**config.mk**
```make
export PLATFORM = sky130hd
export DESIGN_NAME = ppm_frame_decoder
export DESIGN_NICKNAME = d
export VERILOG_FILES = /design/src/rtl/ppm_fd_pkg.sv /design/src/rtl/ppm_fd_front.sv /design/src/rtl/ppm_fd_queue.sv /design/src/rtl/ppm_fd_back.sv /design/src/rtl/ppm_frame_decoder.sv
export SDC_FILE = /design/constraint.sdc
export NUM_CORES = 1
export LEC_CHECK = 0
export BUFFER_PORTS_ARGS = -buffer_cell sky130_fd_sc_hd__buf_2
export CORE_ASPECT_RATIO = 1.1
export CORE_MARGIN = 5
export CORE_UTILIZATION = 28
export CTS_BUF_LIST = sky130_fd_sc_hd__clkbuf_4 sky130_fd_sc_hd__clkbuf_8
export CTS_CLUSTER_DIAMETER = 100
export DETAILED_ROUTE_END_ITERATION = 8
export GPL_ROUTABILITY_DRIVEN = 0
export PLACE_DENSITY = 0.4
export RECOVER_POWER = 50
export SYNTH_ARGS = -nofsm -noshare
export SYNTH_HDL_FRONTEND = slang
export SYNTH_HIERARCHICAL = 1
export SYNTH_SLANG_ARGS = --single-unit
export TNS_END_PERCENT = 100
```
**constraint.sdc**
```tcl
create_clock -name clk_i -period 5.3 [get_ports clk_i]
set_input_delay 0.265 -clock clk_i [delete_from_list [all_inputs] [get_ports clk_i]]
set_output_delay 0.265 -clock clk_i [all_outputs]
set_load 0.005 [all_outputs]
```
**src/rtl/ppm_fd_pkg.sv**
```systemverilog
// ppm_fd_pkg: shared types, codes and constants of the ppm frame decoder
// no dependencies; used by every module of the block by scoped names

package ppm_fd_pkg;

  // operation codes as they arrive in the input beat
  localparam logic [2:0] OP_EDGE      = 3'd0;
  localparam logic [2:0] OP_READ      = 3'd1;
  localparam logic [2:0] OP_OVR_WRITE = 3'd2;
  localparam logic [2:0] OP_OVR_CLEAR = 3'd3;
  localparam logic [2:0] OP_POLL      = 3'd4;

  // configuration register indexes
  localparam logic [1:0] CFG_SYNC_THRESHOLD = 2'd0;
  localparam logic [1:0] CFG_MIN_WIDTH      = 2'd1;
  localparam logic [1:0] CFG_MAX_WIDTH      = 2'd2;

  // configuration reset values
  localparam logic [15:0] SYNC_THRESHOLD_RST = 16'd3000;
  localparam logic [15:0] MIN_WIDTH_RST      = 16'd900;
  localparam logic [15:0] MAX_WIDTH_RST      = 16'd2100;

  // failsafe values returned without sync or for a channel out of range
  localparam logic [3:0]  FAILSAFE_LOW_CH = 4'd2;
  localparam logic [15:0] FAILSAFE_LOW    = 16'd900;
  localparam logic [15:0] FAILSAFE_MID    = 16'd1500;

  // slots above the channel count while acquiring sync
  localparam int unsigned ACQUIRE_EXTRA = 3;

  // entries of the queue between front and back
  localparam int unsigned QUEUE_DEPTH = 2;

  // command kinds after classification in the front
  typedef enum logic [2:0] {
    CMD_NOP,
    CMD_EDGE,
    CMD_READ,
    CMD_OVR_WRITE,
    CMD_OVR_CLEAR,
    CMD_POLL
  } cmd_e;

  typedef struct packed {
    logic [2:0]         operation;
    logic [15:0]        edge_time;
    logic [3:0]         channel;
    logic signed [15:0] override_value;
  } in_t;

  typedef struct packed {
    logic [15:0] read_value;
    logic        override_taken;
    logic        has_sync;
    logic [3:0]  frame_channels;
    logic        frame_ready;
  } out_t;

  typedef struct packed {
    cmd_e               kind;
    logic [15:0]        edge_time;
    logic [3:0]         channel;
    logic signed [15:0] override_value;
  } cmd_t;

  typedef struct packed {
    logic [15:0] sync_threshold;
    logic [15:0] min_width;
    logic [15:0] max_width;
  } cfg_t;

endpackage

```
**src/rtl/ppm_fd_front.sv**
```systemverilog
// ppm_fd_front: input stage, takes input beats and classifies the operation
// depends on ppm_fd_pkg

module ppm_fd_front (
  input  logic              clk_i,
  input  logic              rst_ni,
  input  logic              in_valid_i,
  output logic              in_ready_o,
  input  ppm_fd_pkg::in_t   in_data_i,
  output logic              cmd_valid_o,
  input  logic              cmd_ready_i,
  output ppm_fd_pkg::cmd_t  cmd_o
);

  logic             valid_d, valid_q;
  ppm_fd_pkg::cmd_t cmd_d, cmd_q;
  logic             take;

  // stage is free when empty or when its beat moves on this cycle
  assign in_ready_o = !valid_q || cmd_ready_i;
  assign take       = in_valid_i && in_ready_o;

  // operation decode
  always_comb begin
    cmd_d.edge_time      = in_data_i.edge_time;
    cmd_d.channel        = in_data_i.channel;
    cmd_d.override_value = in_data_i.override_value;
    unique case (in_data_i.operation)
      ppm_fd_pkg::OP_EDGE:      cmd_d.kind = ppm_fd_pkg::CMD_EDGE;
      ppm_fd_pkg::OP_READ:      cmd_d.kind = ppm_fd_pkg::CMD_READ;
      ppm_fd_pkg::OP_OVR_WRITE: cmd_d.kind = ppm_fd_pkg::CMD_OVR_WRITE;
      ppm_fd_pkg::OP_OVR_CLEAR: cmd_d.kind = ppm_fd_pkg::CMD_OVR_CLEAR;
      ppm_fd_pkg::OP_POLL:      cmd_d.kind = ppm_fd_pkg::CMD_POLL;
      default:                  cmd_d.kind = ppm_fd_pkg::CMD_NOP;
    endcase
  end

  // stage valid
  always_comb begin
    if (take) begin
      valid_d = 1'b1;
    end else if (cmd_ready_i) begin
      valid_d = 1'b0;
    end else begin
      valid_d = valid_q;
    end
  end

  always_ff @(posedge clk_i or negedge rst_ni) begin
    if (!rst_ni) begin
      valid_q <= 1'b0;
    end else begin
      valid_q <= valid_d;
    end
  end

  // payload register
  always_ff @(posedge clk_i) begin
    if (take) begin
      cmd_q <= cmd_d;
    end
  end

  assign cmd_valid_o = valid_q;
  assign cmd_o       = cmd_q;

endmodule

```
**src/rtl/ppm_fd_queue.sv**
```systemverilog
// ppm_fd_queue: short command queue between the front and the back unit
// depends on ppm_fd_pkg

module ppm_fd_queue (
  input  logic              clk_i,
  input  logic              rst_ni,
  input  logic              push_valid_i,
  output logic              push_ready_o,
  input  ppm_fd_pkg::cmd_t  push_data_i,
  output logic              pop_valid_o,
  input  logic              pop_ready_i,
  output ppm_fd_pkg::cmd_t  pop_data_o
);

  localparam int unsigned PtrW = (ppm_fd_pkg::QUEUE_DEPTH > 1) ?
                                 $clog2(ppm_fd_pkg::QUEUE_DEPTH) : 1;
  localparam int unsigned CntW = $clog2(ppm_fd_pkg::QUEUE_DEPTH + 1);
  localparam logic [CntW-1:0] Full     = CntW'(ppm_fd_pkg::QUEUE_DEPTH);
  localparam logic [PtrW-1:0] LastSlot = PtrW'(ppm_fd_pkg::QUEUE_DEPTH - 1);

  ppm_fd_pkg::cmd_t    mem_q [ppm_fd_pkg::QUEUE_DEPTH];
  logic [PtrW-1:0]     wr_ptr_d, wr_ptr_q, rd_ptr_d, rd_ptr_q;
  logic [CntW-1:0]     cnt_d, cnt_q;
  logic                push, pop;

  assign push_ready_o = (cnt_q != Full);
  assign pop_valid_o  = (cnt_q != '0);
  assign push         = push_valid_i && push_ready_o;
  assign pop          = pop_valid_o && pop_ready_i;
  assign pop_data_o   = mem_q[rd_ptr_q];

  // pointer and fill count update
  always_comb begin
    wr_ptr_d = wr_ptr_q;
    rd_ptr_d = rd_ptr_q;
    cnt_d    = cnt_q;
    if (push) begin
      wr_ptr_d = (wr_ptr_q == LastSlot) ? '0 : wr_ptr_q + 1'b1;
    end
    if (pop) begin
      rd_ptr_d = (rd_ptr_q == LastSlot) ? '0 : rd_ptr_q + 1'b1;
    end
    if (push && !pop) begin
      cnt_d = cnt_q + 1'b1;
    end else if (pop && !push) begin
      cnt_d = cnt_q - 1'b1;
    end
  end

  always_ff @(posedge clk_i or negedge rst_ni) begin
    if (!rst_ni) begin
      wr_ptr_q <= '0;
      rd_ptr_q <= '0;
      cnt_q    <= '0;
    end else begin
      wr_ptr_q <= wr_ptr_d;
      rd_ptr_q <= rd_ptr_d;
      cnt_q    <= cnt_d;
    end
  end

  // entry storage
  always_ff @(posedge clk_i) begin
    if (push) begin
      mem_q[wr_ptr_q] <= push_data_i;
    end
  end

endmodule

```
**src/rtl/ppm_fd_back.sv**
```systemverilog
// ppm_fd_back: execution unit, holds the decoder state and the result register
// depends on ppm_fd_pkg

module ppm_fd_back #(
  parameter int unsigned CHANNEL_COUNT = 11
) (
  input  logic              clk_i,
  input  logic              rst_ni,
  input  ppm_fd_pkg::cfg_t  cfg_i,
  input  logic              cmd_valid_i,
  output logic              cmd_ready_o,
  input  ppm_fd_pkg::cmd_t  cmd_i,
  output logic              out_valid_o,
  input  logic              out_ready_i,
  output ppm_fd_pkg::out_t  out_data_o
);

  localparam int unsigned SlotW = $clog2(CHANNEL_COUNT + ppm_fd_pkg::ACQUIRE_EXTRA + 1);
  localparam int unsigned IdxW  = (CHANNEL_COUNT > 1) ? $clog2(CHANNEL_COUNT) : 1;
  localparam logic [SlotW-1:0] CcSlot   = SlotW'(CHANNEL_COUNT);
  localparam logic [SlotW-1:0] SlotRst  = SlotW'(CHANNEL_COUNT + ppm_fd_pkg::ACQUIRE_EXTRA);
  localparam logic [3:0]       CcCh     = 4'(CHANNEL_COUNT);

  // decoder state
  logic [15:0]      prev_d, prev_q;
  logic [SlotW-1:0] slot_d, slot_q;
  logic [3:0]       latched_d, latched_q;
  logic             flag_d, flag_q;
  logic [15:0]      chan_q [CHANNEL_COUNT];
  logic [14:0]      ovr_q  [CHANNEL_COUNT];

  // store write controls
  logic             chan_we;
  logic [IdxW-1:0]  chan_widx;
  logic [15:0]      chan_wdata;
  logic             ovr_we, ovr_clr;
  logic [IdxW-1:0]  ovr_widx;
  logic [14:0]      ovr_wdata;

  logic             out_valid_q;
  ppm_fd_pkg::out_t res_d, out_q;

  logic             pop;
  logic [15:0]      width;
  logic [15:0]      clamped;
  logic             synced, synced_next, ch_ok;
  logic [IdxW-1:0]  ch_idx;
  logic [14:0]      ovr_rd;
  logic [15:0]      chan_rd;

  // back unit moves when the result register is free or being drained
  assign cmd_ready_o = !out_valid_q || out_ready_i;
  assign pop         = cmd_valid_i && cmd_ready_o;

  // pulse width and clamp
  assign width = cmd_i.edge_time - prev_q;
  always_comb begin
    if (width < cfg_i.min_width) begin
      clamped = cfg_i.min_width;
    end else if (width > cfg_i.max_width) begin
      clamped = cfg_i.max_width;
    end else begin
      clamped = width;
    end
  end

  // channel lookups
  assign synced  = (slot_q <= CcSlot);
  assign ch_ok   = (cmd_i.channel < CcCh);
  assign ch_idx  = cmd_i.channel[IdxW-1:0];
  assign ovr_rd  = ovr_q[ch_idx];
  assign chan_rd = chan_q[ch_idx];

  // command execution
  always_comb begin
    prev_d     = prev_q;
    slot_d     = slot_q;
    latched_d  = latched_q;
    flag_d     = flag_q;
    chan_we    = 1'b0;
    chan_widx  = slot_q[IdxW-1:0];
    chan_wdata = clamped;
    ovr_we     = 1'b0;
    ovr_clr    = 1'b0;
    ovr_widx   = ch_idx;
    ovr_wdata  = cmd_i.override_value[14:0];
    res_d      = '0;
    unique case (cmd_i.kind)
      ppm_fd_pkg::CMD_EDGE: begin
        prev_d = cmd_i.edge_time;
        if (width < cfg_i.sync_threshold) begin
          if (slot_q < CcSlot) begin
            chan_we = 1'b1;
            slot_d  = slot_q + 1'b1;
          end
        end else if (synced) begin
          latched_d = 4'(slot_q);
          flag_d    = 1'b1;
          slot_d    = '0;
        end else begin
          slot_d = slot_q - 1'b1;
        end
      end
      ppm_fd_pkg::CMD_READ: begin
        if (synced && ch_ok) begin
          res_d.read_value = (ovr_rd != '0) ? {1'b0, ovr_rd} : chan_rd;
        end else if (cmd_i.channel == ppm_fd_pkg::FAILSAFE_LOW_CH) begin
          res_d.read_value = ppm_fd_pkg::FAILSAFE_LOW;
        end else begin
          res_d.read_value = ppm_fd_pkg::FAILSAFE_MID;
        end
      end
      ppm_fd_pkg::CMD_OVR_WRITE: begin
        if (ch_ok && !cmd_i.override_value[15]) begin
          ovr_we               = 1'b1;
          res_d.override_taken = (cmd_i.override_value != '0);
        end
      end
      ppm_fd_pkg::CMD_OVR_CLEAR: begin
        ovr_clr = 1'b1;
      end
      ppm_fd_pkg::CMD_POLL: begin
        if (synced) begin
          res_d.frame_ready = flag_q;
          flag_d            = 1'b0;
        end
      end
      default: begin
      end
    endcase
    // status after the command
    synced_next          = (slot_d <= CcSlot);
    res_d.has_sync       = synced_next;
    res_d.frame_channels = synced_next ? latched_d : 4'd0;
  end

  // scalar state
  always_ff @(posedge clk_i or negedge rst_ni) begin
    if (!rst_ni) begin
      prev_q    <= '0;
      slot_q    <= SlotRst;
      latched_q <= '0;
      flag_q    <= 1'b0;
    end else if (pop) begin
      prev_q    <= prev_d;
      slot_q    <= slot_d;
      latched_q <= latched_d;
      flag_q    <= flag_d;
    end
  end

  // channel and override stores
  always_ff @(posedge clk_i or negedge rst_ni) begin
    if (!rst_ni) begin
      for (int i = 0; i < CHANNEL_COUNT; i++) begin
        chan_q[i] <= ppm_fd_pkg::FAILSAFE_MID;
        ovr_q[i]  <= '0;
      end
    end else if (pop) begin
      for (int i = 0; i < CHANNEL_COUNT; i++) begin
        if (chan_we && (chan_widx == IdxW'(i))) begin
          chan_q[i] <= chan_wdata;
        end
        if (ovr_clr) begin
          ovr_q[i] <= '0;
        end else if (ovr_we && (ovr_widx == IdxW'(i))) begin
          ovr_q[i] <= ovr_wdata;
        end
      end
    end
  end

  // result register
  always_ff @(posedge clk_i or negedge rst_ni) begin
    if (!rst_ni) begin
      out_valid_q <= 1'b0;
    end else if (pop) begin
      out_valid_q <= 1'b1;
    end else if (out_ready_i) begin
      out_valid_q <= 1'b0;
    end
  end

  always_ff @(posedge clk_i) begin
    if (pop) begin
      out_q <= res_d;
    end
  end

  assign out_valid_o = out_valid_q;
  assign out_data_o  = out_q;

  // slot index never climbs above its acquisition start
  assert property (@(posedge clk_i) disable iff (!rst_ni) slot_q <= SlotRst)
    else $error("slot index above acquisition start");

  // no channel count is reported without sync
  assert property (@(posedge clk_i) disable iff (!rst_ni)
    (out_valid_q && !out_q.has_sync) |-> (out_q.frame_channels == 4'd0))
    else $error("frame channels reported without sync");

  // an executed command always leaves a result behind
  assert property (@(posedge clk_i) disable iff (!rst_ni) pop |=> out_valid_q)
    else $error("executed command lost its result");

  // a sync pulse taken in sync restarts at slot zero with the flag set
  assert property (@(posedge clk_i) disable iff (!rst_ni)
    (pop && cmd_i.kind == ppm_fd_pkg::CMD_EDGE && synced &&
     width >= cfg_i.sync_threshold) |=> (slot_q == '0 && flag_q))
    else $error("sync pulse did not restart the frame");

endmodule

```
**src/rtl/ppm_frame_decoder.sv**
```systemverilog
// ppm_frame_decoder: top level, configuration registers and the three units
// depends on ppm_fd_pkg, ppm_fd_front, ppm_fd_queue and ppm_fd_back

// Decodes a PPM sum signal from 16-bit capture timestamps and serves channel
// reads, override writes, override clears and frame polls, one result beat per
// input beat. The block takes one beat per cycle with no bubbles while the output
// side does not stall: the front stage registers and classifies the beat, a
// two-entry queue decouples it from the back unit, and the back unit updates all
// decoder state as it executes each command and parks the result in an output
// register, so a result passes through the front stage register, a queue entry and
// the output register. The configuration registers (sync threshold, min and max
// width) may be written only while no beat is in flight.

module ppm_frame_decoder #(
  parameter int unsigned CHANNEL_COUNT = 11
) (
  input  logic              clk_i,
  input  logic              rst_ni,
  input  logic              in_valid_i,
  output logic              in_ready_o,
  input  ppm_fd_pkg::in_t   in_data_i,
  output logic              out_valid_o,
  input  logic              out_ready_i,
  output ppm_fd_pkg::out_t  out_data_o,
  input  logic              cfg_we_i,
  input  logic [1:0]        cfg_index_i,
  input  logic [15:0]       cfg_data_i
);

  ppm_fd_pkg::cfg_t cfg_q;
  ppm_fd_pkg::cmd_t front_cmd, queue_cmd;
  logic             front_valid, front_ready;
  logic             queue_valid, queue_ready;

  // configuration registers
  always_ff @(posedge clk_i or negedge rst_ni) begin
    if (!rst_ni) begin
      cfg_q.sync_threshold <= ppm_fd_pkg::SYNC_THRESHOLD_RST;
      cfg_q.min_width      <= ppm_fd_pkg::MIN_WIDTH_RST;
      cfg_q.max_width      <= ppm_fd_pkg::MAX_WIDTH_RST;
    end else if (cfg_we_i) begin
      unique case (cfg_index_i)
        ppm_fd_pkg::CFG_SYNC_THRESHOLD: cfg_q.sync_threshold <= cfg_data_i;
        ppm_fd_pkg::CFG_MIN_WIDTH:      cfg_q.min_width      <= cfg_data_i;
        ppm_fd_pkg::CFG_MAX_WIDTH:      cfg_q.max_width      <= cfg_data_i;
        default: begin
        end
      endcase
    end
  end

  // front: accept and classify
  ppm_fd_front u_front (
    .clk_i       (clk_i),
    .rst_ni      (rst_ni),
    .in_valid_i  (in_valid_i),
    .in_ready_o  (in_ready_o),
    .in_data_i   (in_data_i),
    .cmd_valid_o (front_valid),
    .cmd_ready_i (front_ready),
    .cmd_o       (front_cmd)
  );

  // command queue
  ppm_fd_queue u_queue (
    .clk_i        (clk_i),
    .rst_ni       (rst_ni),
    .push_valid_i (front_valid),
    .push_ready_o (front_ready),
    .push_data_i  (front_cmd),
    .pop_valid_o  (queue_valid),
    .pop_ready_i  (queue_ready),
    .pop_data_o   (queue_cmd)
  );

  // back: execute and hold results
  ppm_fd_back #(
    .CHANNEL_COUNT (CHANNEL_COUNT)
  ) u_back (
    .clk_i       (clk_i),
    .rst_ni      (rst_ni),
    .cfg_i       (cfg_q),
    .cmd_valid_i (queue_valid),
    .cmd_ready_o (queue_ready),
    .cmd_i       (queue_cmd),
    .out_valid_o (out_valid_o),
    .out_ready_i (out_ready_i),
    .out_data_o  (out_data_o)
  );

endmodule
```
# --- After elaboration in Yosys (flattened, before gate mapping) ---
# Memories as Yosys holds them, arrays and structs flattened.
# Cells that the tools add are included.
classes:
  n_addsub: 7
  magnitude_cmp: 8
  n_eq_ne: 35
  n_mux: 61
  n_bitwise: 1
  n_reduce_logical: 87
ops:
  columns: ["operator", "n"]
  rows:
  - ["$mux 15", 24]
  - ["$mux 16", 6]
  - ["$bmux 16 s4", 1]
  - ["$bmux 15 s4", 1]
  - ["$reduce_and 2->1", 28]
  - ["$eq 4x3->1 const B", 8]
  - ["$lt 16x16->1", 2]
  - ["$reduce_bool 2->1", 16]
  - ["$logic_and 1x1->1", 29]
  - ["$mux 4", 7]
  - ["$eq 4x4->1 const B", 6]
  - ["$mux 1", 17]
  - ["$eq 4x2->1 const B", 4]
  - ["$gt 16x16->1", 1]
  - ["$reduce_bool 16->1", 1]
  - ["$sub 16x16->16", 1]
  - ["$pmux 3 s5", 1]
  - ["$reduce_bool 15->1", 1]
  - ["$eq 3x2->1 const B", 4]
  - ["$mux 11", 1]
  - ["$eq 3x3->1 const B", 3]
  - ["$eq 4x1->1 const B", 2]
  - ["$le 4x4->1 const B", 2]
  - ["$logic_not 4->1", 2]
  - ["other kinds (20)", 31]
totals:
  reg_bits: 482
  ram_bits: 78
  inputBits: 62
  out_inout_bits: 25
  wordCells: 243
  n_memories: 1
mem_list:
  columns: ["name", "depth", "width", "read_ports", "rd_ports_with_merged_regs", "wr", "line_no", "text"]
  rows:
  - ["u_queue.mem_q", 2, 39, 1, 0, 1, "ppm_fd_queue.sv:21", "ppm_fd_pkg::cmd_t mem_q [ppm_fd_pkg::QUEUE_DEPTH];"]

# --- Depth between registers and ports, before layout ---
# Gate-level depths: netlist (run 1).
# An unclocked memory read counts as a cell.
depth:
  depth_word: 8
  depth_mapped: 23
  depth_no_buf: 20

# --- Modules after synthesis ---
# The synthesis (run 1) kept the hierarchy.
modules_own_cells:
  columns: ["mod", "instances", "cells_each", "area_per_inst_um2", "seq_area_each_um2"]
  rows:
  - ["ppm_fd_back", 1, 1917, 19901.6, 9974.6]
  - ["ppm_fd_queue", 1, 139, 3032.9, 2442.3]
  - ["ppm_frame_decoder", 1, 102, 1834.3, 1219.9]
  - ["ppm_fd_front", 1, 49, 1256.2, 1196.1]

# --- Worst setup path after synthesis (run 1) ---
# OpenSTA, ideal clock, no wires.
synth_path:
  kind: "flip-flop to flip-flop"
  from: "register u_queue.rd_ptr_q"
  to: "register u_back/chan_q[159] in the netlist's numbering"
  setup_time_ns: 0.142
  arrival_ns: 4.914
  required_time_ns: 5.158
  slack_ns: 0.243
  path_stages_with_launch: 21
  path_buffers: 3
  path_cell_list: "dfrtp_1 buf_6 mux2_2 ha_1 nor2b_1 o2111a_1 or4_4 and2_4 o41ai_2 a211oi_1 ha_1 nand4_1 or3_1 a21o_1 and4_1 buf_6 nor2_2 nor2_1 a222oi_1 buf_4 a31oi_1"
synth_lines:
  columns: ["item", "line_no", "text"]
  rows:
  - ["from (decl)", "ppm_fd_queue.sv:22", "logic [PtrW-1:0] wr_ptr_d, wr_ptr_q, rd_ptr_d, rd_ptr_q;"]
  - ["from (signal assigned)", "ppm_fd_queue.sv:57", "rd_ptr_q <= rd_ptr_d;"]
  - ["to (signal, indexed assignment)", "ppm_fd_back.sv:156", "chan_q[i] <= ppm_fd_pkg::FAILSAFE_MID;"]
  - ["to (signal, indexed assignment)", "ppm_fd_back.sv:162", "chan_q[i] <= chan_wdata;"]
  - ["to (decl)", "ppm_fd_back.sv:29", "logic [15:0] chan_q [CHANNEL_COUNT];"]

==> metrics.txt, run 1 <==
fin. max-slew vios 88; CP Capture Type flip-flop; Worst path depth 19; most common cell after layout, fill and taps aside nand2_1; leak pwr ~13 nW; critical path class reg -> reg; share of cells above drive strength 1 between 20% and 30%; Crit-path slowest cell or4_4; Clock Tree Root clkbuf_8; Async SR Flop Fraction between 70% and 80%; reg2reg path depth 19; critical path peak fanout 6; Required @ worst endpoint ~6000 ps; Final ANT Viol Nets 0; Initial Util between 20% and 30%; die height approximately 330 um; Cell Pwr Density between 700 and 800 mW/mm2; Clock transition at path regs approximately 60 ps; slew of the pin with the lowest slew margin just under 4000 ps; row count around 120; Mapped Area 0.02602 mm2; ys flop type dfrtp_1; Num Clock Sinks 560; setup violators final 0; CP Launch Type flip-flop; vias in the first global route around 19000; TritonCTS clock tree done; Peak VDD IR 0.4745 mV; die width between 300 and 400 um; area grow syn2layout 19.19%; wire per inst 19.83 um; clk buf depth 3; Slew headroom -162.1%; WHS between 200 and 300 ps; Filler Cell Count between 9000 and 10000; Cell variety after synth 78; arrival time at the worst endpoint around 5600 ps; post-detail-place hpwl approximately 49 mm; Final period util a little over nine tenths; Synth Net Count 2337; CTS H-Tree Depth 3; first-pass GRT wire length between 100 and 150 mm; hold path startpoint in_data_i[25]; crit path launch u_queue/rd_ptr_q$_DFFE_PN0P_; worst stage delay on the critical path around 560 ps; Final Hold Viols 0; total core area slightly above 0.09 mm2; Clock Latency Late Sink 720 ps; Crit path max-delay family simple AND/OR/NAND/NOR gates; flops & latches, synth 560; most frequent cells in the layout 339 x nand2_1, 324 x dfrtp_1, 181 x mux2_2; failing checks capacitance limit, slew limit; f_max 200.4 MHz; DRC 0; Pre-Repair DR Iteration Count 7; die area 0.09915 mm2; gr ovfl total 0; status finished with violations; Post-Place Cells ~3500; I/O Buffers 86; DRT iter0 DRCs roughly 1100; drt total wl between 70 and 80 mm; R2R Path Start u_queue/rd_ptr_q$_DFFE_PN0P_; worst reg2reg path endpoint u_back/chan_q[62]$_DFFE_PN0P_; Post-synth EDFFs 140; Mean Syn Cell Area between 10 and 15 um2; sequential area share after synthesis between 50% and 60%; yosys warns 6; Post-Layout Cell Count approximately 3800; Critical path buffers and inverters 2; Final Critical Period ~5000 ps; final net count 2553; Total GRT Usage 15.04%; crit path to u_back/chan_q[62]$_DFFE_PN0P_; I/O pin cnt 87; pin count of the biggest net entering global routing 170; Worst Skew around 26 ps; final core occ around a third; type of the worst min-delay path in -> reg; number of CTS-inserted buffers between 90 and 100; total power between 20 and 25 mW; via/cell ratio between 4 and 5; Via Count around 18000; Synth Instances 2207; ordered list of cells on the worst path mux2_4 -> ha_1 -> nor2b_1 -> o2111a_1 -> or4_4 -> a41oi_4 -> or3_1 -> nand3_2 -> ha_1 -> nand4_1 -> or3_1 -> a21o_1 -> and4_1 -> nor2_4 -> nor2_1 -> a222oi_1 -> buf_4 -> buf_4 -> o21ai_1; initial antenna violation count 1; total of max-cap violations 2; R2R setup slack around 310 ps
[state kept, by name (all words and copies together), names as in the netlist, named ones only]
name                 flops
u_back/flag_q            1
u_back/latched_q         4
u_back/prev_q           16
u_queue/mem_q           78
u_back/chan_q          176
u_back/chan_widx         2
cfg_q                   48
u_queue/cnt_q            2
u_front/cmd_valid_o      1
u_back/out_data_o       23
u_queue/rd_ptr_q         1
u_back/out_valid_o       1
u_front/cmd_o           39
u_queue/wr_ptr_q         1
u_back/ovr_q           165
[layout make-up]
type | count | area [um2] | area share (%)
diodes | 2 | 5.005 | 0.01613
clock buffers | 151 | 1790 | 5.772
clock inverters | 27 | 186.4 | 0.6010
inverters | 67 | 251.5 | 0.8107
repair buffers | 247 | 1928 | 6.216
flip-flops and latches | 560 | 14830 | 47.82
multi-input cells | 1450 | 10460 | 33.72
well taps | 1249 | 1563 | 5.038
[timing repair]
action | 4_1_cts | 5_1_grt
hold buffers | 60 | 0
endpoints found under the setup margin | 31 | 170
pin swaps | 0 | 13
gates cloned | 1 | 0
endpoints found under the hold margin | 158 | 0
resized for setup | 5 | 27
setup buffers | 1 | 6
[metal layers]
metal / share of wire (%) / global-route usage [%] / vias up
met5: 0 / 0 / -
met4: 2.2 / 4.604 / 0
met3: 3.7 / 2.051 / 105
met2: 48 / 24.97 / 347
met1: 46 / 20.61 / 8774
li1: - / - / 8423
[synthesized netlist by cell type, types with 4 or more instances]
master / count / area, um2
a2111oi_1: 4 / 40.04
a211oi_1: 9 / 67.56
a21o_1: 11 / 82.58
a21oi_1: 75 / 375.4
a221o_1: 6 / 60.06
a31oi_1: 20 / 125.1
and2_1: 17 / 106.4
and3_1: 5 / 31.28
buf_1: 5 / 18.77
buf_2: 40 / 200.2
buf_4: 6 / 45.04
buf_6: 9 / 101.4
clkbuf_1: 69 / 259.0
dfrtp_1: 325 / 8133
dfstp_2: 95 / 2496
edfxtp_1: 140 / 4204
ha_1: 67 / 838.3
inv_1: 66 / 247.7
mux2_1: 5 / 56.30
mux2_2: 184 / 2072
mux2i_1: 73 / 730.7
mux4_2: 50 / 1126
nand2_1: 341 / 1280
nand2_2: 7 / 43.79
nand2b_1: 12 / 75.07
nand3_1: 16 / 80.08
nand4_1: 13 / 81.33
nor2_1: 80 / 300.3
nor2b_1: 9 / 56.30
nor3_1: 19 / 95.09
nor4_1: 5 / 31.28
o211ai_1: 11 / 82.58
o21ai_0: 130 / 650.6
o21ai_1: 166 / 830.8
o221ai_1: 5 / 43.79
o22ai_1: 32 / 200.2
xnor2_1: 11 / 96.34
xor2_1: 7 / 61.31
[through the flow]
stage          cell area [um2]  worst slack, ps  setup TNS [ps]
4_1_cts                  30930            18.61               0
5_1_grt                  31020           -14.67          -39.48
3_5_place_dp             28310           -53.74          -593.0
3_3_place_gp             28310           -51.88          -510.4
2_1_floorplan            26030            243.2               0
6_report                 31020            309.9               0
[worst reg2reg max path, stage by stage (launching register included)]
cell and delay, ps:
dfrtp_2 440, mux2_4 340, ha_1 280, nor2b_1 140
o2111a_1 250, or4_4 560, a41oi_4 310, or3_1 160
nand3_2 130, ha_1 340, nand4_1 150, or3_1 350
a21o_1 170, and4_1 230, nor2_4 160, nor2_1 110
a222oi_1 290, buf_4 210, buf_4 160, o21ai_1 80
[worst min-delay path by stage]
stage	end	cells past startpoint	slack, ps
CTS	cfg_q[47]$_DFFE_PN0P_	3	30
finish	u_front/cmd_o[25]$_DFFE_PP_	2	250
global route	u_front/cmd_o[20]$_DFFE_PP_	2	220
detailed placement	cfg_q[20]$_DFFE_PN0P_	1	310
floorplan	cfg_q[0]$_DFFE_PN0P_	0	-30
global placement	cfg_q[38]$_DFFE_PN0P_	1	290
[where the power goes]
part / switching [mW] / internal (mW) / leakage, nW
Clock: 1.83 / 2.20 / 1.05
Combinational: 7.37 / 4.53 / 5.23
Sequential: 0.585 / 5.82 / 6.49
Total: 9.79 / 12.6 / 12.8
[cells by family after synthesis]
kind of cell               share of synthesized area (%)
muxes                                              15.31
and+or+nand+nor                                    9.587
AOI/OAI and AO/OA                                  10.78
adders and majority gates                          3.298
xor gates and xnor gates                          0.6058
DFF                                                57.00
buffers and inverters                              3.418
No activity file was read; power rests on OpenSTA's default activity.
==> run 2: changes to the inputs <==
--- a/config.mk
+++ b/config.mk
@@ -5,6 +5,7 @@
 export SDC_FILE = /design/constraint.sdc
 export NUM_CORES = 1
 export LEC_CHECK = 0
+export ABC_AREA = 1
 export BUFFER_PORTS_ARGS = -buffer_cell sky130_fd_sc_hd__buf_2
 export CORE_ASPECT_RATIO = 1.1
 export CORE_MARGIN = 5
==> run 2 against run 1 <==
The run still ends with capacitance limit, slew limit left; via count rose by 23%; combinational power rose by 4%; cell area rose by 1.6%; worst hold slack got worse by 170 ps; critical path depth rose by 2; first-iteration DRC count rose by 34%; fmax rose by 5.7%; cell count rose by 26%; clock skew rose by 29 ps; largest power group unchanged.
==> metrics.txt, run 2 <==
Via Count 21650 (+23%); hold path depth 4 (+2); I/O pin cnt 87 (unchanged); post-detail-place hpwl 57.85 mm (+18%); CP Launch Type flip-flop; Final Critical Period 4720 ps (-269.7 ps); Required @ worst endpoint 5870 ps (-20 ps); most frequent cells in the layout 1466 x nand2_1, 324 x dfrtp_1, 174 x inv_1; total of max-cap violations 1 (-1); Final period util 89.06% (-5.1 points); sequential area share after synthesis 54.83% (-2.2 points); Post-Place Cells 4480 (+28%); via/cell ratio 4.575 (-2.7%); flops & latches, synth 560 (unchanged); Synth Net Count 3362 (+44%); Mean Syn Cell Area 8.370 um2 (-29%); row count 119 (+1.7%); synthesized-area fraction occupied by adder cells 3.173% (-0.13 points); type of the worst min-delay path in -> reg; Post-synth EDFFs 140 (unchanged); CP Capture Type flip-flop; slew of the pin with the lowest slew margin 4002 ps (+70.10 ps); Mapped Area 0.02705 mm2 (+3.9%); TritonCTS clock tree done; critical path peak fanout 18 (+12); Synth Area in Compound Gates 7.470% (-3.3 points); area grow syn2layout 16.47%; Clock Tree Root clkbuf_8; main combinational cell family by area after synthesis simple AND/OR/NAND/NOR gates; DRT iter0 DRCs 1471 (+34%); Clock Latency Late Sink 730 ps (about the same); setup TNS 0 ps (unchanged); critical path class reg -> reg; leak pwr 15.11 nW (+18%); Slew headroom -166.8% (-4.7 points); Largest Register u_back/chan_q; most frequent cell after synthesis nand2_1; CTS H-Tree Depth 3 (unchanged); pin count of the biggest net entering global routing 115 (-32%); Final ANT Viol Nets 0 (unchanged); crit path launch u_queue/rd_ptr_q$_DFFE_PN0P_; final net count 3505 (+37%); Cell Pwr Density 750.1 mW/mm2 (+4.1%); Initial Util 28.21% (+0.039 points); share of the synthesized area in the top cell type 30.06% (-1.2 points); f_max 211.8 MHz (+5.7%); first-pass GRT wire length 137.5 mm (+19%); top area cells in the synthesized netlist dfrtp_1 30%, nand2_1 20%, edfxtp_1 16%; die width 306.4 um (+1.9%); Top cell by count, worst path nand2_1; area leader, netlist dfrtp_1; reg2reg path depth 21 (+2); Async SR Flop Fraction 75.00% (unchanged); drt total wl 89.07 mm (+20%); Num Clock Sinks 560 (unchanged); die height 336 um (+1.9%); R2R Path Start u_queue/rd_ptr_q$_DFFE_PN0P_; status finished with violations; ys flop type dfrtp_1; DRC 0 (unchanged); gr ovfl total 0 (unchanged); wire per inst 18.82 um (-5.1%); mux contribution to synthesized area 0% (-15 points); number of CTS-inserted buffers 101 (+4.1%); RSZ-0062 raised after global routing no; fin. max-slew vios 60 (-32%); I/O Buffers 86 (unchanged); xor-xnor portion of the synthesized cell area 0.3191% (-0.29 points); arrival time at the worst endpoint 5290 ps (-290 ps); Resized cells post-CTS 0 (-5); Synth Instances 3232 (+46%); worst stage delay on the critical path 600 ps (+40 ps); total power 23.63 mW (+5.8%); vias in the first global route 21880 (+17%); yosys warns 6 (unchanged); ordered list of cells on the worst path inv_8 -> nand2_1 -> nand2_1 -> ha_1 -> a21oi_1 -> o21ai_0 -> a21oi_1 -> nand3b_1 -> nand2_1 -> inv_1 -> ha_1 -> nand2_1 -> inv_1 -> o21ai_0 -> nand2_1 -> nor2_1 -> nand4_1 -> inv_1 -> nand3_1 -> nand2_1 -> nand2_1; Largest regs u_back/chan_q (176), u_back/ovr_q (165), u_queue/mem_q (78); Simple-Gate Fraction of Synth Area 28.33% (+19 points); most common cell after layout, fill and taps aside nand2_1; Post-synth top cells 1464 x nand2_1, 325 x dfrtp_1, 174 x inv_1, 165 x nand3_1, 157 x a21oi_1; die area 0.1029 mm2 (+3.8%); initial antenna violation count 3 (+2); share of cells above drive strength 1 13.15% (-15 points); total core area 0.09589 mm2 (+3.8%); Placement Cell Area 0.02883 mm2 (+1.8%); Worst Skew 54.54 ps (+29.00 ps); Crit-path slowest cell dfrtp_2; Largest register FFs 176 (unchanged); Post-Layout Cell Count 4732 (+26%); design area 0.03151 mm2 (+1.6%); clk buf depth 3 (unchanged); Clock transition at path regs 70 ps (about the same); Peak VDD IR 0.4527 mV (-4.6%); Pre-Repair DR Iteration Count 5 (-2); failing checks capacitance limit, slew limit; hold path startpoint out_ready_i; setup violators final 0 (unchanged); Cell variety after synth 51 (-35%); Final Hold Viols 0 (unchanged); Total GRT Usage 17.21% (+2.2 points)
run 2: cell count changes in the layout (fill, tap and decap cells not counted), moves of 27 or more:
cell,change
a21oi_1,+79
a22oi_1,+64
buf_4,-27
inv_1,+108
mux2_2,-181
mux2i_1,-73
mux4_2,-50
nand2_1,+1127
nand3_1,+151
nand4_1,+31
nor2_1,+70
o21ai_1,-152
o22ai_1,-31
run 2: path summary, 6_finish.rpt:
path / end / slack [ps]
setup / recovery: u_back/chan_q[105]$_DFFE_PN0P_ / 580
hold / removal: u_back/out_valid_o$_DFFE_PN0P_ / 80
setup reg to reg: u_back/chan_q[105]$_DFFE_PN0P_ / 580
hold reg to reg: u_queue/mem_q[1][19]$_DFFE_PP_ / 450
max in group asynchronous: u_queue/rd_ptr_q$_DFFE_PN0P_ / 1110
min in group asynchronous: cfg_q[14]$_DFFE_PN0P_ / 1490
run 2: logic make-up (layout without fill, tap and decap cells):
logic type,count (synthesis),after routing
AND/OR/NAND/NOR,1876,1876
adder cells (fa/ha/maj),68,68
other,0,3
AO/OA/AOI/OAI,363,363
XOR/XNOR,9,9
flip-flops,560,560
buffers and inverters,356,583
run 2: report_power, final:
part	internal (mW)	switching, mW
clock	2.46	1.93
sequential	6.10	0.709
combinational	3.23	9.20
run 2: per-layer routing:
layer / vias up / wire length [um] / track usage (%)
li1: 10730 / - / -
met1: 10390 / 42030 / 23.83
met2: 396 / 40820 / 27.87
met3: 128 / 3850 / 2.954
met4: 0 / 2364 / 5.053
met5: - / 0 / 0
run 2: through the flow:
stage	hold slack, ps	util [%]	setup slack, ps
finish	79.72	32.86	579.6
global route	52.47	32.86	38.56
global placement	263.8	30.06	632.2
floorplan	-30.59	-	1567
detailed placement	264.0	30.06	569.6
CTS	33.16	32.96	548.5
run 2: cell type report:
type	count	area, um2
well taps	1270	1589
flip-flops and latches	560	14830
clock buffers	149	1826
clock inverters	38	331.6
repair buffers	211	1575
inverters	185	705.7
multi-input cells	2316	10640
diodes	3	7.507
fillers	10230	64380
run 2: repair_timing:
action / CTS / global route
setup buffers: 0 / 0
endpoints found under the hold margin: 148 / 0
hold buffers: 62 / 0
run 2: worst max-delay path, delay by kind of cell (launching register included):
family | cells | cell delay [ps]
AO/OA/AOI/OAI | 4 | 830
buffers and inverters | 4 | 560
AND/OR/NAND/NOR | 11 | 1900
adder cells (fa/ha/maj) | 2 | 690
flip-flops | 1 | 600
